**config.mk**
```make
export PLATFORM = sky130hd
export DESIGN_NAME = nlc_modmul
export DESIGN_NICKNAME = d
export VERILOG_FILES = /design/src/hw/rtl/nlc_pkg.sv /design/src/hw/rtl/nlc_modmul.sv
export SDC_FILE = /design/constraint.sdc
export NUM_CORES = 1
export LEC_CHECK = 0
export ABC_CLOCK_PERIOD_IN_PS = 12300
export CORE_UTILIZATION = 70
export CTS_BUF_LIST = sky130_fd_sc_hd__clkbuf_4
export DETAILED_ROUTE_END_ITERATION = 8
export DONT_BUFFER_PORTS = 1
export PLACE_DENSITY = 0.95
export SLEW_MARGIN = 20
export SYNTH_ARGS = -nofsm -noshare
export SYNTH_HDL_FRONTEND = slang
export SYNTH_SLANG_ARGS = --single-unit
export TNS_END_PERCENT = 50
```
**constraint.sdc**
```tcl
create_clock -name clock -period 12.3 [get_ports clock]
set_clock_uncertainty 0.05 [all_clocks]
set_input_delay 2.46 -clock clock [delete_from_list [all_inputs] [get_ports clock]]
set_output_delay 2.46 -clock clock [all_outputs]
set_load 0.01 [all_outputs]
```
**src/hw/rtl/nlc_pkg.sv**
```systemverilog
// Shared constants, codes and constant tables of the NTT linear convolution unit.
package nlc_pkg;

   // Store depth follows from the transform size limit.
   localparam int LOG_SIZE = 11;
   localparam int DEPTH    = 2 ** LOG_SIZE;
   localparam int ADDR_W   = LOG_SIZE;
   localparam int CNT_W    = LOG_SIZE - 1;
   localparam int LOG_W    = $clog2(LOG_SIZE + 1);
   localparam int MAX_COUNT = 2 ** CNT_W - 1;

   // Field widths of the request and response.
   localparam int ACT_W   = 3;
   localparam int SMP_W   = 16;
   localparam int IDX_W   = 11;
   localparam int VALUE_W = 16;
   localparam int LEN_W   = 11;
   localparam int STAT_W  = 2;
   localparam int REQ_DATA_W = 32;
   localparam int RSP_DATA_W = 32;

   // Field arithmetic.
   localparam int unsigned MODULUS  = 40961;
   localparam int unsigned ROOT     = 243;
   localparam int          ROOT_LOG = 13;
   localparam int unsigned ROOT_ORDER = 2 ** ROOT_LOG;
   localparam longint unsigned MU_WIDE = (64'd1 << 32) / MODULUS;
   localparam logic [16:0] MU = 17'(MU_WIDE);

   typedef enum logic [ACT_W-1:0] {
      ACT_CLEAR    = 3'd0,
      ACT_LOAD_SIG = 3'd1,
      ACT_LOAD_KER = 3'd2,
      ACT_COMPUTE  = 3'd3,
      ACT_READ     = 3'd4
   } action_type;

   localparam logic [STAT_W-1:0] STAT_OK    = 2'd0;
   localparam logic [STAT_W-1:0] STAT_FULL  = 2'd1;
   localparam logic [STAT_W-1:0] STAT_RANGE = 2'd2;
   localparam logic [STAT_W-1:0] STAT_EMPTY = 2'd3;

   typedef logic [ROOT_LOG:0][15:0] root_tab_type;
   typedef logic [LOG_SIZE:0][15:0] ninv_tab_type;

   function automatic logic [15:0] mulmod_c(input longint unsigned a, input longint unsigned b);
      return 16'((a * b) % MODULUS);
   endfunction

   function automatic logic [15:0] powmod_c(input longint unsigned base, input int unsigned e);
      longint unsigned r;
      longint unsigned bb;
      int unsigned ee;
      r  = 1;
      bb = base % MODULUS;
      ee = e;
      for (int i = 0; i < 32; i++) begin
         if (ee[0]) r = mulmod_c(r, bb);
         bb = mulmod_c(bb, bb);
         ee = ee >> 1;
      end
      return 16'(r);
   endfunction

   // Entry s holds the root of order 2^s, or its inverse.
   function automatic root_tab_type build_roots(input logic inverse);
      root_tab_type t;
      for (int s = 0; s <= ROOT_LOG; s++) begin
         if (inverse)
            t[s] = powmod_c(ROOT, (ROOT_ORDER - (ROOT_ORDER >> s)) % ROOT_ORDER);
         else
            t[s] = powmod_c(ROOT, ROOT_ORDER >> s);
      end
      return t;
   endfunction

   // Entry l holds the inverse of 2^l.
   function automatic ninv_tab_type build_ninv();
      ninv_tab_type t;
      for (int l = 0; l <= LOG_SIZE; l++) begin
         t[l] = powmod_c(64'd1 << l, MODULUS - 2);
      end
      return t;
   endfunction

   localparam root_tab_type FWD_ROOT = build_roots(1'b0);
   localparam root_tab_type INV_ROOT = build_roots(1'b1);
   localparam ninv_tab_type N_INV    = build_ninv();

endpackage

```
**src/hw/rtl/nlc_modmul.sv**
```systemverilog
// Four-stage pipelined multiplier modulo 40961 using Barrett reduction.
module nlc_modmul import nlc_pkg::*; (
   input  logic        clock,
   input  logic [15:0] op_a,
   input  logic [15:0] op_b,
   output logic [15:0] result
);

   localparam logic [17:0] P1 = 18'(MODULUS);
   localparam logic [17:0] P2 = 18'(2 * MODULUS);

   logic [31:0] prod_ff;
   logic [31:0] prod2_ff;
   logic [15:0] quot_ff;
   logic [17:0] rem_ff;
   logic [15:0] out_ff;
   logic [48:0] wide;
   logic [17:0] rem_in;
   logic [15:0] out_in;

   always_comb begin
      wide   = 49'(prod_ff) * 49'(MU);
      rem_in = 18'(prod2_ff - 32'(quot_ff) * 32'(MODULUS));
      if (rem_ff >= P2)      out_in = 16'(rem_ff - P2);
      else if (rem_ff >= P1) out_in = 16'(rem_ff - P1);
      else                   out_in = 16'(rem_ff);
   end

   always_ff @(posedge clock) begin
      prod_ff  <= 32'(op_a) * 32'(op_b);
      quot_ff  <= 16'(wide >> 32);
      prod2_ff <= prod_ff;
      rem_ff   <= rem_in;
      out_ff   <= out_in;
   end

   assign result = out_ff;

endmodule

```
### Word level (Yosys, flattened, before mapping)

Cells that the tools add are included.

* bits in registers: 100
* output and inout port bits: 16

* $add $sub $neg: 3
* multipliers: 3
* magnitude comparators: 2
* muxes and demuxes: 2

Operators with widths (count)
* multiplier 32 x 17 -> 48 bit (second input constant): 1
* multiplier 16 x 16 -> 32 bit: 1
* two-way mux 16 bit: 2
* greater-or-equal comparator 18 x 16 -> 1 bit (second input constant): 1
* greater-or-equal comparator 18 x 17 -> 1 bit (second input constant): 1
* multiplier 16 x 16 -> 18 bit (second input constant): 1
* subtractor 18 bit: 1
* subtractor 16 x 15 -> 16 bit (second input constant): 1
* subtractor 16 bit (second input constant): 1

### Depth between registers and ports, before layout

* depth in word-level cells: 3
* mapped depth: 23
* gate-level depth less buffers: 22

### Worst setup path before layout

OpenSTA, ideal clock, no wires.

* kind: in2reg
* start: in op_b[6]
* end: reg prod_ff[31]
* library setup time: 120 ps
* arrival: 7808 ps
* data required time: 12130 ps
* path slack: 4322 ps
* stages on the path: 22
* path buffers: 2
* cell sequence: clkbuf_1 and2_1 fa_1 inv_1 fa_1 fa_1 inv_1 fa_1 fa_1 inv_1 fa_1 inv_1 ha_1 clkbuf_1 a21o_1 a21o_1 a221oi_2 nor3_1 a211oi_1 o21ai_0 a21oi_1 xnor2_1

* cells in the longest elaborated chain, start to end: 1

Ends and longest elaborated chain
* start, declared: line nlc_modmul.sv:5 `input logic [15:0] op_b,`
* multiplier 16 x 16 -> 32 bit: line nlc_modmul.sv:30 `prod_ff <= 32'(op_a) * 32'(op_b);`
* end signal, assigned: line nlc_modmul.sv:30
* end, declared: line nlc_modmul.sv:12 `logic [31:0] prod_ff;`

No other way between the ends.

### Final worst setup path

Same ends and word-level chain as after synthesis.

==> results.json <==
{
  "grt_pass1_vias": 18058,
  "synth_top_cell_by_area": "fa_1",
  "routed_wl_um": 51700,
  "post_cts_resize_count": 0,
  "grt_max_degree": 20,
  "nFillCells": 2040,
  "synth_edf_count": 0,
  "outcome": "completed",
  "dp_hpwl_um": 43800,
  "ioPinCount": 49,
  "synthTopCellsByArea": "fa_1 (36%), ha_1 (23%), inv_1 (9.1%)",
  "dieArea_um2": 33000,
  "io_buffers": 0,
  "rsz0062_at_grt": "false",
  "final_nets": 3168,
  "drive_gt1_frac": 0.0159,
  "worst_ep_required_time_ns": 12.71,
  "clock-root-buffer": "clkbuf_4",
  "slew_viol_final": 0,
  "cp.arrival_ns": 8.12,
  "yosysUniqueCellTypes": 66,
  "synth-async-reset-ratio": 0,
  "ys_ff_latch": 100,
  "hold_buffers": 0,
  "antenna_found_initial": 1,
  "relSlewSlack": 0.299,
  "cts.path.max_buffers": 2,
  "yosysTopAreaCellShare": 0.363,
  "final_common_cell": "inv_1",
  "die_w_um": 182,
  "drt_pre_antenna_iters": 8,
  "cp-start-kind": "input port",
  "htree_levels": 3,
  "synth_warnings": 0,
  "tightest_slew_ns": 1.04,
  "syn2layout_area_growth_pct": 2.06,
  "timing.fmax_ghz": 0.130,
  "fin_setup_tns_ns": 0,
  "period_share": 0.627,
  "postCtsSetupRepairBufs": 0,
  "yosys_most_used_dff": "dfxtp_1",
  "core_area_um2": 31600,
  "fin_crit_ns": 7.71,
  "place_congestion": 0.932,
  "syn_inst": 2354,
  "grt-ovfl-total": 0,
  "synth_seq_area_share": 0.0887,
  "cts_sinks": 100,
  "drtAntennaViolNets": 0,
  "hp-class": "flip-flop to flip-flop",
  "final_cell_mix": "inv_1 (545), fa_1 (409), ha_1 (408), nand2_1 (193), and2_1 (134)",
  "clk_latency_ns": 0.51,
  "hold_violations": 0,
  "synth.cell_area_um2": 22600,
  "pre_cts_slack_ns": 4.08,
  "synth_nets": 3204,
  "cts_tree": "done",
  "drtIter0Drc": 962,
  "crit_path_end_kind": "flip-flop",
  "dr_total_vias": 16217,
  "grt_pass1_wl_um": 86300,
  "grt_use_total": 0.332,
  "wl_per_cell_um": 19.0,
  "seq_area_um2": 2000,
  "syn_area_per_cell_um2": 9.59,
  "numCtsBuffers": 9,
  "via_per_inst": 5.95,
  "clkTransAtPathRegs_ns": 0.19,
  "die_h_um": 182,
  "setup_ws_ns": 4.59,
  "num_rows": 65,
  "path_class": "input port to flip-flop",
  "initial_core_util": 0.714,
  "drc": 0,
  "multiInputGateArea_um2": 18300,
  "finalSetupViolCount": 0,
  "critPathMaxFanout": 16,
  "cap_viol_max_count": 0
}
==> cell type report <==
| class | instances | area share |
|---|---|---|
| diodes | 1 | 0.000109 |
| multi-input cells | 1661 | 0.796 |
| flip-flops and latches | 100 | 0.0869 |
| well taps | 402 | 0.0218 |
| clock buffers | 9 | 0.00293 |
| clock inverters | 7 | 0.00293 |
| inverters | 546 | 0.0890 |
==> worst paths after layout <==
kind,start,endpoint,slack (ns),cells past startpoint
min reg2reg,rem_ff[6]$_DFF_P_,result[6]$_DFF_P_,0.42,1
max,op_b[6],prod_ff[31]$_DFF_P_,4.59,20
min,rem_ff[6]$_DFF_P_,result[6]$_DFF_P_,0.42,1
max reg2reg,prod_ff[7]$_DFF_P_,quot_ff[15]$_DFF_P_,5.47,19
==> stage by stage <==
stage          cells  hold slack (ns)   util  cell area (um^2)
6_report        2726            0.425  0.728             23000
5_1_grt         2726            0.443  0.728             23000
2_1_floorplan   2354            0.385      -             22600
3_5_place_dp    2709            0.406  0.724             22900
4_1_cts         2725            0.430  0.728             23000
3_3_place_gp    2709            0.397  0.724             22900
==> flip-flops by register name, summed over array words and instances, names as in the netlist <==
signal / count
prod2_ff: 18
rem_ff: 18
quot_ff: 16
result: 16
prod_ff: 32
==> logic make-up (layout without fill, tap and decap cells) <==
logic type	count (synthesis)	in the layout	share of synthesized area
fa+ha+maj	817	817	0.589
buf+inv	593	562	0.0986
simple gates	476	476	0.104
compound gates	248	248	0.0731
xor+xnor	118	118	0.0458
flops	100	100	0.0887
mux	2	2	0.000887
other cells	0	1	0
==> cell usage after synthesis (all sizes together) (3+ instances only) <==
cell,n
o211ai,10
nand3b,5
and2,135
a211oi,5
and3,5
nor4,6
fa,409
clkbuf,47
a221oi,8
inv,545
or4,3
nand2,193
a31oi,11
xnor2,73
a21o,43
a21oi,75
o21a,8
or2,5
xor2,45
nor2b,5
a41oi,4
nand4,12
o21ai,49
nor3,21
ha,408
o21bai,8
nor2,51
a311oi,4
o31ai,5
o41ai,3
dfxtp,100
nand3,23
==> critical path, cell delays in order <==
cell      delay [ns]
and2_1          0.15
fa_1            0.55
inv_1           0.06
fa_1            0.50
fa_1            0.53
inv_1           0.05
fa_1            0.46
fa_1            0.55
inv_1           0.06
fa_1            0.53
inv_1           0.04
ha_1            0.38
a21o_1          0.23
a21o_1          0.21
a221oi_2        0.41
nor3_1          0.13
a211oi_1        0.34
o21ai_0         0.14
a21oi_1         0.20
xnor2_1         0.14
==> layer usage <==
metal / share of wire / vias to the layer above / global-route usage
li1: - / 7289 / -
met1: 0.37 / 7883 / 0.376
met2: 0.51 / 831 / 0.608
met3: 0.072 / 214 / 0.0572
met4: 0.048 / 0 / 0.155
met5: 0 / - / 0
Power is not shown: default switching activity piles up to over one toggle a cycle in this logic, so the estimate is an artifact.
